$ cat config.mk
export PLATFORM = sky130hd
export DESIGN_NAME = i2c_eeprom_byte_master_core
export DESIGN_NICKNAME = d
export VERILOG_FILES = /design/src/hw/rtl/i2cm_pkg.sv /design/src/hw/rtl/i2cm_front.sv /design/src/hw/rtl/i2cm_engine.sv /design/src/hw/rtl/i2c_eeprom_byte_master_core.sv
export SDC_FILE = /design/constraint.sdc
export NUM_CORES = 1
export LEC_CHECK = 0
export ABC_AREA = 1
export BUFFER_PORTS_ARGS = -buffer_cell sky130_fd_sc_hd__buf_2
export CAP_MARGIN = 30
export CELL_PAD_IN_SITES_DETAIL_PLACEMENT = 1
export CELL_PAD_IN_SITES_GLOBAL_PLACEMENT = 1
export CORE_ASPECT_RATIO = 2
export CORE_MARGIN = 2
export CORE_UTILIZATION = 50
export DETAILED_ROUTE_END_ITERATION = 10
export HOLD_SLACK_MARGIN = 0.05
export PLACE_DENSITY_LB_ADDON = 0.2
export SYNTH_ARGS = -nofsm -noshare
export SYNTH_HDL_FRONTEND = slang
export SYNTH_SLANG_ARGS = --single-unit
$ cat constraint.sdc
create_clock -name clk -period 5.7 [get_ports clk]
set_input_delay 0.855 -clock clk [delete_from_list [all_inputs] [get_ports clk]]
set_output_delay 0.855 -clock clk [all_outputs]
set_load 0.01 [all_outputs]
$ cat src/hw/rtl/i2cm_pkg.sv
// ----------------------------------------------------------------------------
// i2cm_pkg
// Types and constants shared by the two-wire EEPROM byte master.
// ----------------------------------------------------------------------------
package i2cm_pkg;

    localparam logic [7:0] CTRL_WRITE = 8'hA0;
    localparam logic [7:0] CTRL_READ  = 8'hA1;
    localparam logic [3:0] BYTE_BITS  = 4'd8;

    localparam logic [1:0] CMD_TICK  = 2'd0;
    localparam logic [1:0] CMD_WRITE = 2'd1;
    localparam logic [1:0] CMD_READ  = 2'd2;

    localparam logic CFG_ACK_WAIT_LIMIT     = 1'b0;
    localparam logic CFG_WRITE_SETTLE_TICKS = 1'b1;

    localparam logic [7:0]  ACK_WAIT_LIMIT_RST     = 8'd250;
    localparam logic [15:0] WRITE_SETTLE_TICKS_RST = 16'd60;

    localparam int IN_DATA_W  = 24;
    localparam int IN_USER_W  = 2;
    localparam int OUT_DATA_W = 16;

    typedef struct packed {
        logic       start_wr;
        logic       start_rd;
        logic [2:0] page;
        logic [7:0] address;
        logic [7:0] write_data;
        logic       sda_in;
    } item_t;

    typedef struct packed {
        logic       scl_level;
        logic       sda_drive;
        logic       busy_res;
        logic       done_res;
        logic [7:0] read_byte_out;
        logic       no_ack;
    } result_t;

    typedef struct packed {
        logic [7:0]  ack_wait_limit;
        logic [15:0] write_settle_ticks;
    } cfg_t;

endpackage

$ cat src/hw/rtl/i2cm_front.sv
// ----------------------------------------------------------------------------
// i2cm_front
// Accepts input items, decodes the command and queues them for the engine.
// ----------------------------------------------------------------------------
module i2cm_front
    import i2cm_pkg::*;
#(
    parameter int QUEUE_DEPTH = 2
)
(
    input  logic                 clk,
    input  logic                 rst_n,
    input  logic                 s_tvalid,
    output logic                 s_tready,
    input  logic [IN_DATA_W-1:0] s_tdata,
    input  logic [IN_USER_W-1:0] s_tuser,
    output logic                 q_valid,
    output item_t                q_item,
    input  logic                 q_pop
);

    localparam int PW = (QUEUE_DEPTH > 1) ? $clog2(QUEUE_DEPTH) : 1;
    localparam int CW = $clog2(QUEUE_DEPTH + 1);

    item_t           queue_reg [QUEUE_DEPTH];
    logic [PW-1:0]   wr_ptr_reg, wr_ptr_next;
    logic [PW-1:0]   rd_ptr_reg, rd_ptr_next;
    logic [CW-1:0]   count_reg, count_next;
    item_t           in_item;
    logic            push;
    logic            pop;

    always_comb
    begin
        in_item.start_wr   = (s_tuser == CMD_WRITE);
        in_item.start_rd   = (s_tuser == CMD_READ);
        in_item.page       = s_tdata[2:0];
        in_item.address    = s_tdata[10:3];
        in_item.write_data = s_tdata[18:11];
        in_item.sda_in     = s_tdata[19];
    end

    assign s_tready = (count_reg != CW'(QUEUE_DEPTH));
    assign q_valid  = (count_reg != '0);
    assign q_item   = queue_reg[rd_ptr_reg];
    assign push     = s_tvalid && s_tready;
    assign pop      = q_pop && q_valid;

    always_comb
    begin
        wr_ptr_next = wr_ptr_reg;
        rd_ptr_next = rd_ptr_reg;
        count_next  = count_reg;
        if (push)
        begin
            wr_ptr_next = (wr_ptr_reg == PW'(QUEUE_DEPTH - 1)) ? '0 : wr_ptr_reg + 1'b1;
        end
        if (pop)
        begin
            rd_ptr_next = (rd_ptr_reg == PW'(QUEUE_DEPTH - 1)) ? '0 : rd_ptr_reg + 1'b1;
        end
        if (push && !pop)
        begin
            count_next = count_reg + 1'b1;
        end
        else if (pop && !push)
        begin
            count_next = count_reg - 1'b1;
        end
    end

    always_ff @(posedge clk or negedge rst_n)
    begin
        if (!rst_n)
        begin
            wr_ptr_reg <= '0;
            rd_ptr_reg <= '0;
            count_reg  <= '0;
        end
        else
        begin
            wr_ptr_reg <= wr_ptr_next;
            rd_ptr_reg <= rd_ptr_next;
            count_reg  <= count_next;
        end
    end

    always_ff @(posedge clk)
    begin
        if (push)
        begin
            queue_reg[wr_ptr_reg] <= in_item;
        end
    end

endmodule

$ cat src/hw/rtl/i2cm_engine.sv
// ----------------------------------------------------------------------------
// i2cm_engine
// Bus sequencer: steps the two-wire timing once per queued item and holds
// each result in an output register.
// ----------------------------------------------------------------------------
module i2cm_engine
    import i2cm_pkg::*;
(
    input  logic    clk,
    input  logic    rst_n,
    input  cfg_t    cfg,
    input  logic    q_valid,
    input  item_t   q_item,
    output logic    q_pop,
    output logic    out_valid,
    input  logic    out_ready,
    output result_t out_data
);

    typedef enum logic [15:0] {
        S_IDLE      = 16'h0001,
        S_ST_HIGH   = 16'h0002,
        S_ST_FALL   = 16'h0004,
        S_TX_LOW    = 16'h0008,
        S_TX_HIGH   = 16'h0010,
        S_ACK_LOW   = 16'h0020,
        S_ACK_HIGH  = 16'h0040,
        S_RX_LOW    = 16'h0080,
        S_RX_HIGH   = 16'h0100,
        S_NACK_LOW  = 16'h0200,
        S_NACK_HIGH = 16'h0400,
        S_SP_LOW    = 16'h0800,
        S_SP_HIGH   = 16'h1000,
        S_SP_RISE   = 16'h2000,
        S_SETTLE    = 16'h4000,
        S_ST_LOW    = 16'h8000
    } state_t;

    state_t      state_reg, state_next;
    logic [1:0]  byte_no_reg, byte_no_next;
    logic [3:0]  bit_index_reg, bit_index_next;
    logic [7:0]  shift_reg, shift_next;
    logic [15:0] wait_count_reg, wait_count_next;
    logic        op_read_reg, op_read_next;
    logic [2:0]  page_reg, page_next;
    logic [7:0]  address_reg, address_next;
    logic [7:0]  data_reg, data_next;
    logic        ack_missing_reg, ack_missing_next;
    logic        out_valid_reg;
    result_t     out_data_reg;

    logic        fire;
    logic        scl;
    logic        sda;
    logic        busy;
    logic        done;
    logic [3:0]  bit_inc;
    logic [15:0] wait_inc;
    result_t     result;

    assign fire      = q_valid && (!out_valid_reg || out_ready);
    assign q_pop     = fire;
    assign bit_inc   = bit_index_reg + 1'b1;
    assign wait_inc  = wait_count_reg + 1'b1;
    assign out_valid = out_valid_reg;
    assign out_data  = out_data_reg;

    always_comb
    begin
        state_next       = state_reg;
        byte_no_next     = byte_no_reg;
        bit_index_next   = bit_index_reg;
        shift_next       = shift_reg;
        wait_count_next  = wait_count_reg;
        op_read_next     = op_read_reg;
        page_next        = page_reg;
        address_next     = address_reg;
        data_next        = data_reg;
        ack_missing_next = ack_missing_reg;
        scl              = 1'b1;
        sda              = 1'b1;
        busy             = 1'b1;
        done             = 1'b0;

        unique case (state_reg)
            S_IDLE:
            begin
                if (q_item.start_wr || q_item.start_rd)
                begin
                    op_read_next     = q_item.start_rd;
                    page_next        = q_item.page;
                    address_next     = q_item.address;
                    data_next        = q_item.write_data;
                    ack_missing_next = 1'b0;
                    shift_next       = '0;
                    wait_count_next  = '0;
                    bit_index_next   = '0;
                    byte_no_next     = 2'd0;
                    scl              = 1'b0;
                    state_next       = S_ST_HIGH;
                end
                else
                begin
                    busy = 1'b0;
                end
            end
            S_ST_LOW:
            begin
                scl        = 1'b0;
                state_next = S_ST_HIGH;
            end
            S_ST_HIGH:
            begin
                state_next = S_ST_FALL;
            end
            S_ST_FALL:
            begin
                sda            = 1'b0;
                shift_next     = ((byte_no_reg == 2'd0) ? CTRL_WRITE : CTRL_READ)
                                 | {4'b0, page_reg, 1'b0};
                bit_index_next = '0;
                state_next     = S_TX_LOW;
            end
            S_TX_LOW:
            begin
                scl        = 1'b0;
                sda        = shift_reg[7];
                state_next = S_TX_HIGH;
            end
            S_TX_HIGH:
            begin
                sda            = shift_reg[7];
                shift_next     = {shift_reg[6:0], 1'b0};
                bit_index_next = bit_inc;
                state_next     = (bit_inc >= BYTE_BITS) ? S_ACK_LOW : S_TX_LOW;
            end
            S_ACK_LOW:
            begin
                scl             = 1'b0;
                wait_count_next = '0;
                state_next      = S_ACK_HIGH;
            end
            S_ACK_HIGH:
            begin
                if (!q_item.sda_in || (wait_inc >= {8'b0, cfg.ack_wait_limit}))
                begin
                    if (q_item.sda_in)
                    begin
                        ack_missing_next = 1'b1;
                    end
                    priority if (byte_no_reg == 2'd0)
                    begin
                        shift_next     = address_reg;
                        bit_index_next = '0;
                        byte_no_next   = 2'd1;
                        state_next     = S_TX_LOW;
                    end
                    else if (byte_no_reg == 2'd1 && op_read_reg)
                    begin
                        byte_no_next = 2'd2;
                        state_next   = S_ST_LOW;
                    end
                    else if (byte_no_reg == 2'd1)
                    begin
                        shift_next     = data_reg;
                        bit_index_next = '0;
                        byte_no_next   = 2'd2;
                        state_next     = S_TX_LOW;
                    end
                    else if (byte_no_reg == 2'd2 && op_read_reg)
                    begin
                        shift_next     = '0;
                        bit_index_next = '0;
                        byte_no_next   = 2'd3;
                        state_next     = S_RX_LOW;
                    end
                    else
                    begin
                        state_next = S_SP_LOW;
                    end
                end
                if (q_item.sda_in)
                begin
                    wait_count_next = wait_inc;
                end
            end
            S_RX_LOW:
            begin
                scl        = 1'b0;
                state_next = S_RX_HIGH;
            end
            S_RX_HIGH:
            begin
                shift_next     = {shift_reg[6:0], q_item.sda_in};
                bit_index_next = bit_inc;
                state_next     = (bit_inc >= BYTE_BITS) ? S_NACK_LOW : S_RX_LOW;
            end
            S_NACK_LOW:
            begin
                scl        = 1'b0;
                state_next = S_NACK_HIGH;
            end
            S_NACK_HIGH:
            begin
                state_next = S_SP_LOW;
            end
            S_SP_LOW:
            begin
                scl        = 1'b0;
                sda        = 1'b0;
                state_next = S_SP_HIGH;
            end
            S_SP_HIGH:
            begin
                sda        = 1'b0;
                state_next = S_SP_RISE;
            end
            S_SP_RISE:
            begin
                if (op_read_reg || (cfg.write_settle_ticks == '0))
                begin
                    done         = 1'b1;
                    byte_no_next = 2'd0;
                    state_next   = S_IDLE;
                end
                else
                begin
                    wait_count_next = '0;
                    state_next      = S_SETTLE;
                end
            end
            S_SETTLE:
            begin
                wait_count_next = wait_inc;
                if (wait_inc >= cfg.write_settle_ticks)
                begin
                    done         = 1'b1;
                    byte_no_next = 2'd0;
                    state_next   = S_IDLE;
                end
            end
            default:
            begin
                busy         = 1'b0;
                byte_no_next = 2'd0;
                state_next   = S_IDLE;
            end
        endcase

        result.scl_level     = scl;
        result.sda_drive     = sda;
        result.busy_res      = busy;
        result.done_res      = done;
        result.read_byte_out = (done && op_read_reg) ? shift_reg : 8'd0;
        result.no_ack        = ack_missing_next;
    end

    always_ff @(posedge clk or negedge rst_n)
    begin
        if (!rst_n)
        begin
            state_reg       <= S_IDLE;
            byte_no_reg     <= '0;
            bit_index_reg   <= '0;
            shift_reg       <= '0;
            wait_count_reg  <= '0;
            op_read_reg     <= 1'b0;
            page_reg        <= '0;
            address_reg     <= '0;
            data_reg        <= '0;
            ack_missing_reg <= 1'b0;
            out_valid_reg   <= 1'b0;
        end
        else
        begin
            if (fire)
            begin
                state_reg       <= state_next;
                byte_no_reg     <= byte_no_next;
                bit_index_reg   <= bit_index_next;
                shift_reg       <= shift_next;
                wait_count_reg  <= wait_count_next;
                op_read_reg     <= op_read_next;
                page_reg        <= page_next;
                address_reg     <= address_next;
                data_reg        <= data_next;
                ack_missing_reg <= ack_missing_next;
            end
            if (fire)
            begin
                out_valid_reg <= 1'b1;
            end
            else if (out_ready)
            begin
                out_valid_reg <= 1'b0;
            end
        end
    end

    always_ff @(posedge clk)
    begin
        if (fire)
        begin
            out_data_reg <= result;
        end
    end

endmodule

$ cat src/hw/rtl/i2c_eeprom_byte_master_core.sv
// ----------------------------------------------------------------------------
// i2c_eeprom_byte_master_core
// Two-wire bus master for random byte write and read of a small EEPROM.
// ----------------------------------------------------------------------------
// Each input item is one half-bit tick of bus timing. The slave channel
// carries the command in s_tuser and the page, address, write data and
// sampled SDA level in s_tdata. Every item yields exactly one result item
// on the master channel: the SCL and SDA levels for that tick, busy, done,
// the received byte on the done tick of a read, and the no-acknowledge flag.
// A command is taken only while the sequencer is idle; otherwise the item
// counts as a plain tick.
// An accepted item is registered in the input queue and its result in the
// output register. One item per cycle is sustained while the receiver
// keeps m_tready high.
// When the receiver stalls, the result holds in the output register, the
// input queue of QUEUE_DEPTH items fills, and s_tready falls once it is full.
// Reset empties the queue and output register, puts the sequencer in idle
// and loads the poll limit of 250 and the settle time of 60 ticks.
// Configuration writes through cfg_wr_en take effect at the next edge.
// ----------------------------------------------------------------------------
module i2c_eeprom_byte_master_core
    import i2cm_pkg::*;
#(
    parameter int QUEUE_DEPTH = 2
)
(
    input  logic                  clk,
    input  logic                  rst_n,
    input  logic                  cfg_wr_en,
    input  logic                  cfg_index,
    input  logic [15:0]           cfg_wdata,
    input  logic                  s_tvalid,
    output logic                  s_tready,
    // page[2:0], address[10:3], write_data[18:11], sda_in[19], zero fill
    input  logic [IN_DATA_W-1:0]  s_tdata,
    // cmd[1:0]
    input  logic [IN_USER_W-1:0]  s_tuser,
    output logic                  m_tvalid,
    input  logic                  m_tready,
    // scl_level[0], sda_drive[1], busy_res[2], done_res[3],
    // read_byte_out[11:4], no_ack[12], zero fill
    output logic [OUT_DATA_W-1:0] m_tdata
);

    cfg_t    cfg_reg;
    logic    q_valid;
    item_t   q_item;
    logic    q_pop;
    result_t result;

    always_ff @(posedge clk or negedge rst_n)
    begin
        if (!rst_n)
        begin
            cfg_reg.ack_wait_limit     <= ACK_WAIT_LIMIT_RST;
            cfg_reg.write_settle_ticks <= WRITE_SETTLE_TICKS_RST;
        end
        else if (cfg_wr_en)
        begin
            unique case (cfg_index)
                CFG_ACK_WAIT_LIMIT:     cfg_reg.ack_wait_limit     <= cfg_wdata[7:0];
                CFG_WRITE_SETTLE_TICKS: cfg_reg.write_settle_ticks <= cfg_wdata;
                default:                cfg_reg                    <= cfg_reg;
            endcase
        end
    end

    i2cm_front #(
        .QUEUE_DEPTH(QUEUE_DEPTH)
    ) u_front (
        .clk      (clk),
        .rst_n    (rst_n),
        .s_tvalid (s_tvalid),
        .s_tready (s_tready),
        .s_tdata  (s_tdata),
        .s_tuser  (s_tuser),
        .q_valid  (q_valid),
        .q_item   (q_item),
        .q_pop    (q_pop)
    );

    i2cm_engine u_engine (
        .clk       (clk),
        .rst_n     (rst_n),
        .cfg       (cfg_reg),
        .q_valid   (q_valid),
        .q_item    (q_item),
        .q_pop     (q_pop),
        .out_valid (m_tvalid),
        .out_ready (m_tready),
        .out_data  (result)
    );

    assign m_tdata = {3'b000, result.no_ack, result.read_byte_out, result.done_res,
                      result.busy_res, result.sda_drive, result.scl_level};

endmodule

; Yosys cells after proc, flatten, opt, wreduce, memory -nomap -nowiden
; Memories as Yosys holds them, arrays and structs flattened.
; Cells that the tools add are included.
[totals]
register_bits = 109
output_inout_bits = 18
elab_cells = 162
mem_bits_rw = 44
memories = 1
input_bits = 48
[memory_table]
columns = name, words, word_bits, rd, rd_ports_with_merged_regs, write_ports, line
row1 = u_front.queue_reg, 2, 22, 1, 0, 1, i2cm_front.sv:25  ; item_t queue_reg [QUEUE_DEPTH];
[classes]
bitwise = 3
addsub = 6
reduce_logical = 38
magnitude_cmp = 3
muxes = 59
n_eq_ne = 30
[op_table]
columns = operator, n
row1 = $pmux 16 s16, 1
row2 = $mux 16, 9
row3 = $pmux 16 s5, 1
row4 = $mux 8, 6
row5 = $pmux 8 s5, 1
row6 = $mux 4, 6
row7 = $mux 2, 10
row8 = $add 16x1->16 const B, 1
row9 = $eq 16x1->1 const B, 1
row10 = $eq 16x10->1 const B, 1
row11 = $eq 16x11->1 const B, 1
row12 = $eq 16x12->1 const B, 1
row13 = $eq 16x13->1 const B, 1
row14 = $eq 16x14->1 const B, 1
row15 = $eq 16x15->1 const B, 1
row16 = $eq 16x16->1 const B, 1
row17 = $eq 16x2->1 const B, 1
row18 = $eq 16x3->1 const B, 1
row19 = $eq 16x4->1 const B, 1
row20 = $eq 16x5->1 const B, 1
row21 = $eq 16x6->1 const B, 1
row22 = $eq 16x7->1 const B, 1
row23 = $eq 16x8->1 const B, 1
row24 = $eq 16x9->1 const B, 1
row25 = 43 further kinds, 88

; Logic depth before layout (Yosys ltp)
[depth]
word_depth = 8
depth_mapped = 18
mapped_depth_nobuf = 18

; Cells and area by module
; Synthesis repeated with hierarchy kept, for this count alone.
[unflattened]
hier_cells = 936
hier_area_um2 = 8130.3
[by_module_without_submodules]
columns = mod, cells_per_inst, seq_area_each_um2, area_each_um2, instances
row1 = i2cm_engine, 680, 2093.3, 5265.0, 1
row2 = i2cm_front, 147, 1421.4, 1839.3, 1
row3 = i2c_eeprom_byte_master_core, 109, 613.1, 1026.0, 1

; Worst setup path before layout
; Ideal clock, no wire load.
[synth_timing]
path_type = input -> register
from = input m_tready
to = register u_front.count_reg[1]
path_slack_ns = 2.946
path_buffers = 0
setup_ns = 0.131
path_stages = 7
arrival_ns = 2.623
required_ns = 5.569
cell_sequence = nor2_1 a21oi_1 inv_1 ha_1 a21oi_1 o21ai_0 xor2_1
[synth_via]
elab_chain_cells = 6
word_cells_on_any_way = 8
cone_classes = mux (1) / reduce/logical (7)
[synth_lines]
columns = element, line
row1 = "start, declared", i2c_eeprom_byte_master_core.sv:39  ; input logic m_tready,
row2 = $logic_or 1x1->1 *, i2cm_engine.sv:61  ; assign fire = q_valid && (!out_valid_reg || out_ready);
row3 = $logic_and 1x1->1 *, i2cm_engine.sv:61
row4 = net q_pop, i2c_eeprom_byte_master_core.sv:48  ; logic q_pop;
row5 = $logic_and 1x1->1 *, i2cm_front.sv:47  ; assign pop = q_pop && q_valid;
row6 = $logic_not 1->1, i2cm_front.sv:62  ; if (push && !pop)
row7 = $logic_and 1x1->1, i2cm_front.sv:62
row8 = $mux 2 / $reduce_bool 2->1 (equally long branches), -
row9 = "end signal, assigned", i2cm_front.sv:84  ; count_reg <= count_next;
row10 = "end, declared", i2cm_front.sv:28  ; logic [CW-1:0] count_reg, count_next;
; Mark *: on every way through the listed nets, which the timed path passes. The rest lies on a longest branch.
; A chain may end at the register's enable or synchronous reset.

; Final worst setup path
[layout_timing]
from = register u_engine.wait_count_reg[0]
to = register u_engine.byte_no_reg[0]
[layout_via]
elab_chain_cells = 5
word_cells_on_any_way = 7
cone_classes = add/sub (1) / order compare (2) / eq/ne (2) / reduce/logical (2)
[layout_lines]
columns = element, line
row1 = "start, declared", i2cm_engine.sv:43  ; logic [15:0] wait_count_reg, wait_count_next;
row2 = "start signal, assigned", i2cm_engine.sv:282  ; wait_count_reg <= wait_count_next;
row3 = $add 16x1->16 *, i2cm_engine.sv:64  ; assign wait_inc = wait_count_reg + 1'b1;
row4 = $ge 16x8->1, i2cm_engine.sv:145  ; if (!q_item.sda_in || (wait_inc >= {8'b0, cfg.ack_wait_limit}))
row5 = $logic_or 1x1->1, i2cm_engine.sv:145
row6 = $ne 2x1->1 (no line), -
row7 = $reduce_and 7->1 (no line) *, -
row8 = "end signal, assigned", i2cm_engine.sv:279  ; byte_no_reg <= byte_no_next;
row9 = "end, declared", i2cm_engine.sv:40  ; logic [1:0] byte_no_reg, byte_no_next;
; Mark *: on every way between the ends. The rest lies on a longest branch, timed or not.

==> results.yml <==
global_route:
  grt_pass1_vias: 6929
  grt_max_degree: 59
  grt_antenna_before_repair: 0
  grt.overflow.total: 0
  grt_pass1_wl_um: 34700
  grtUsageTotal_pct: 27.2
clocking:
  ctsLongestPathBuffers: 2
  clkTransAtPathRegs_ns: 0.06
  root_buffer: "clkbuf_16"
  cts.sinks: 153
  cts_tree: "built"
  htree_num_levels: 4
  cts_buffers: 17
  worstSkewPairLatency_ns: 0.43
  cts_setup_buffers: 0
  cts-resized-gates: 0
  holdBufCountCts: 0
pwr:
  p_leak_uw: 0.00438
  ir_drop_v: 0.000390
  pwr_density_cell_mw_per_mm2: 438
  p_total_uw: 3940
critical_path:
  path_class: "flip-flop to flip-flop"
  timing.rr.start: "u_engine.wait_count_reg[0]$_DFFE_PN0P_"
  cp_max_fo: 18
  end_kind: "flip-flop"
  cp.required_ns: 6.01
  worstPathArrival_ns: 3.92
  rr_endpoint: "u_engine.byte_no_reg[0]$_DFFE_PN0P_"
  regToRegSetupSlack_ns: 2.09
  cp-start-kind: "flip-flop"
  ff2ff_path_depth: 17
logic_synthesis:
  netlist.area_leader.share_pct: 27.1
  yosysTopAreaCell: "dfrtp_1"
  yosys.area_share.xor_xnor_pct: 1.12
  synthSimpleGateAreaFrac_pct: 24.4
  synth-adder-area-share_pct: 4.30
  synthCells: 880
  muxShareOfSynthArea_pct: 2.42
  yosysSeqAreaShare_pct: 52.5
  synth_edf_count: 57
  synth_commonest_cells: "245 x nand2_1, 107 x inv_1, 85 x dfrtp_1, 60 x nor2_1, 57 x edfxtp_1"
  synth_area_leaders: "dfrtp_1 27%, edfxtp_1 22%, nand2_1 12%, inv_1 5.1%, ha_1 4.3%"
  synthDistinctLibCells: 47
  post-synth-top-count-cell: "nand2_1"
  synth_warnings: 0
  syn_area_sq_mm: 0.00786
  avgSynthCellArea_sq_um: 8.93
  synth_seq_cells: 153
  synth_compound_area_share_pct: 7.61
  synthFlopType: "dfrtp_1"
  synthArstFlopShare_pct: 62.7
  synth_top_family_by_area: "simple AND/OR/NAND/NOR gates"
floorplan:
  dieArea_sq_mm: 0.0168
  start_util_pct: 51.1
  dieWidth_um: 92.6
  pin_count: 66
  core_area_sq_mm: 0.0154
  die_h_um: 181
  rows: 64
timing:
  setup_tns_ns: 0
  report.final.slew_viol_count: 0
  setup_viol: 0
  clock_skew_ns: 0.00724
  tightestPinTransition_ns: 0.813
  finalCritPeriodShare_pct: 63.3
  max_freq_ghz: 0.277
  setup_slack_ns: 2.09
  slew_headroom_pct: 45.8
  finalHoldViolations: 0
  fin_crit_ns: 3.61
  rsz0062_at_grt: "false"
drt:
  first_pass_iters: 4
  wire_per_inst_um: 18.7
  postRouteWirelength_um: 21500
  ant_nets: 0
  vias: 6247
  via_per_inst: 5.42
  drcViolationCount: 0
  drt_iter0_markers: 245
placed_design:
  dp_hpwl_um: 15900
  globalplace.congestion: 0.898
  port_buffers: 58
  place_ws_ns: 2.13
finish:
  area_growth_pct: 14.4
  fill_cells: 1810
  fin_nets: 1016
  drive_gt1_share_pct: 15.8
  n_antenna_cell: 0
  largest_register_ff_count: 44
flow_run:
  cap_violations: 0
run_status:
  outcome: "complete, no violations"
worst_hold_path:
  hold_path_class: "input port to async pin"
==> through the flow <==
stage               std cells  hold slack, ns  util, %  area [sq um]
floorplan                 882           0.446        -          7860
global placement         1116           0.459     53.8          8270
detailed placement       1119           0.473     54.1          8320
CTS                      1151           0.401     58.4          8970
global route             1152           0.427     58.5          8990
finish                   1152           0.405     58.5          8990
==> power by group <==
| group | internal, uW | switching, uW | leakage (uW) |
|---|---|---|---|
| Combinational | 346 | 742 | 0.00230 |
| Clock | 819 | 448 | 0.000313 |
| Sequential | 1430 | 147 | 0.00176 |
| Total | 2600 | 1340 | 0.00438 |
==> cell families (layout without fill, tap and decap cells) <==
kind of cell             Yosys count  after routing
AND/OR/NAND/NOR                  424            424
flip-flops                       153            153
buffers and inverters            138            210
AO/OA/AOI/OAI                    108            108
adder cells (fa/ha/maj)           27             27
multiplexers                      19             19
XOR/XNOR                          10             10
other                              1              3
==> worst max path at each step <==
stage | from | to | slack [ns] | depth (start not counted)
after floorplan | m_tready | u_front.count_reg[1]$_DFFE_PN0P_ | 2.95 | 7
after global placement | u_engine.wait_count_reg[0]$_DFFE_PN0P_ | u_engine.byte_no_reg[1]$_DFFE_PN0P_ | 2.28 | 17
after detailed placement | u_engine.wait_count_reg[0]$_DFFE_PN0P_ | u_engine.byte_no_reg[0]$_DFFE_PN0P_ | 2.13 | 17
after CTS | u_engine.wait_count_reg[0]$_DFFE_PN0P_ | u_engine.byte_no_reg[0]$_DFFE_PN0P_ | 2.09 | 17
after global routing | u_engine.wait_count_reg[0]$_DFFE_PN0P_ | u_engine.byte_no_reg[0]$_DFFE_PN0P_ | 1.77 | 17
final | u_engine.wait_count_reg[0]$_DFFE_PN0P_ | u_engine.byte_no_reg[0]$_DFFE_PN0P_ | 2.09 | 17
==> layout make-up <==
type                            instances  area (sq um)  share of cell area, %
Clock buffer                           19           433                   4.82
Sequential cell                       153          4130                   45.9
Tap cell                              198           248                   2.76
Multi-Input combinational cell        591          3150                   35.1
Inverter                              112           420                   4.68
Clock inverter                         13           225                   2.51
Timing Repair Buffer                   66           383                   4.26
==> per-layer routing <==
metal,share of wire [%],vias up,global-route usage (%)
met1,33,3063,24.8
met3,2.0,55,4.00
li1,-,3008,-
met2,61,121,55.5
met5,0,-,0
met4,4.8,0,13.5
==> worst max-delay path, stage by stage (launching register included) <==
cell and delay (ns):
dfrtp_1 0.48, ha_1 0.25, nand3_1 0.16, nor2_2 0.21, nand3_1 0.10, nand2_1 0.09
nand2_2 0.08, ha_1 0.29, nand2_1 0.08, nor4_1 0.59, nand2_1 0.14, nand4_1 0.12
buf_4 0.29, nand2_1 0.09, nor2_1 0.20, nand2_1 0.13, nand2_1 0.12, nand2_1 0.06
==> cells in the final DEF (no fill, tap or decap), drive strengths merged, types with 2 or more instances in the layout <==
cell	instances
dfrtp	85
nor2	75
inv	114
bufinv	6
clkinvlp	2
mux2i	19
a22o	4
nor3	4
nor4	7
nor3b	3
o21bai	2
nand3	49
buf	66
or2	2
dfstp	11
clkbuf	19
nand2	256
xor2	6
xnor2	4
o21ai	59
clkinv	3
edfxtp	57
a21oi	32
conb	3
nand4	19
nand3b	8
a221oi	5
ha	27
Power figures use the tool's default switching activity.
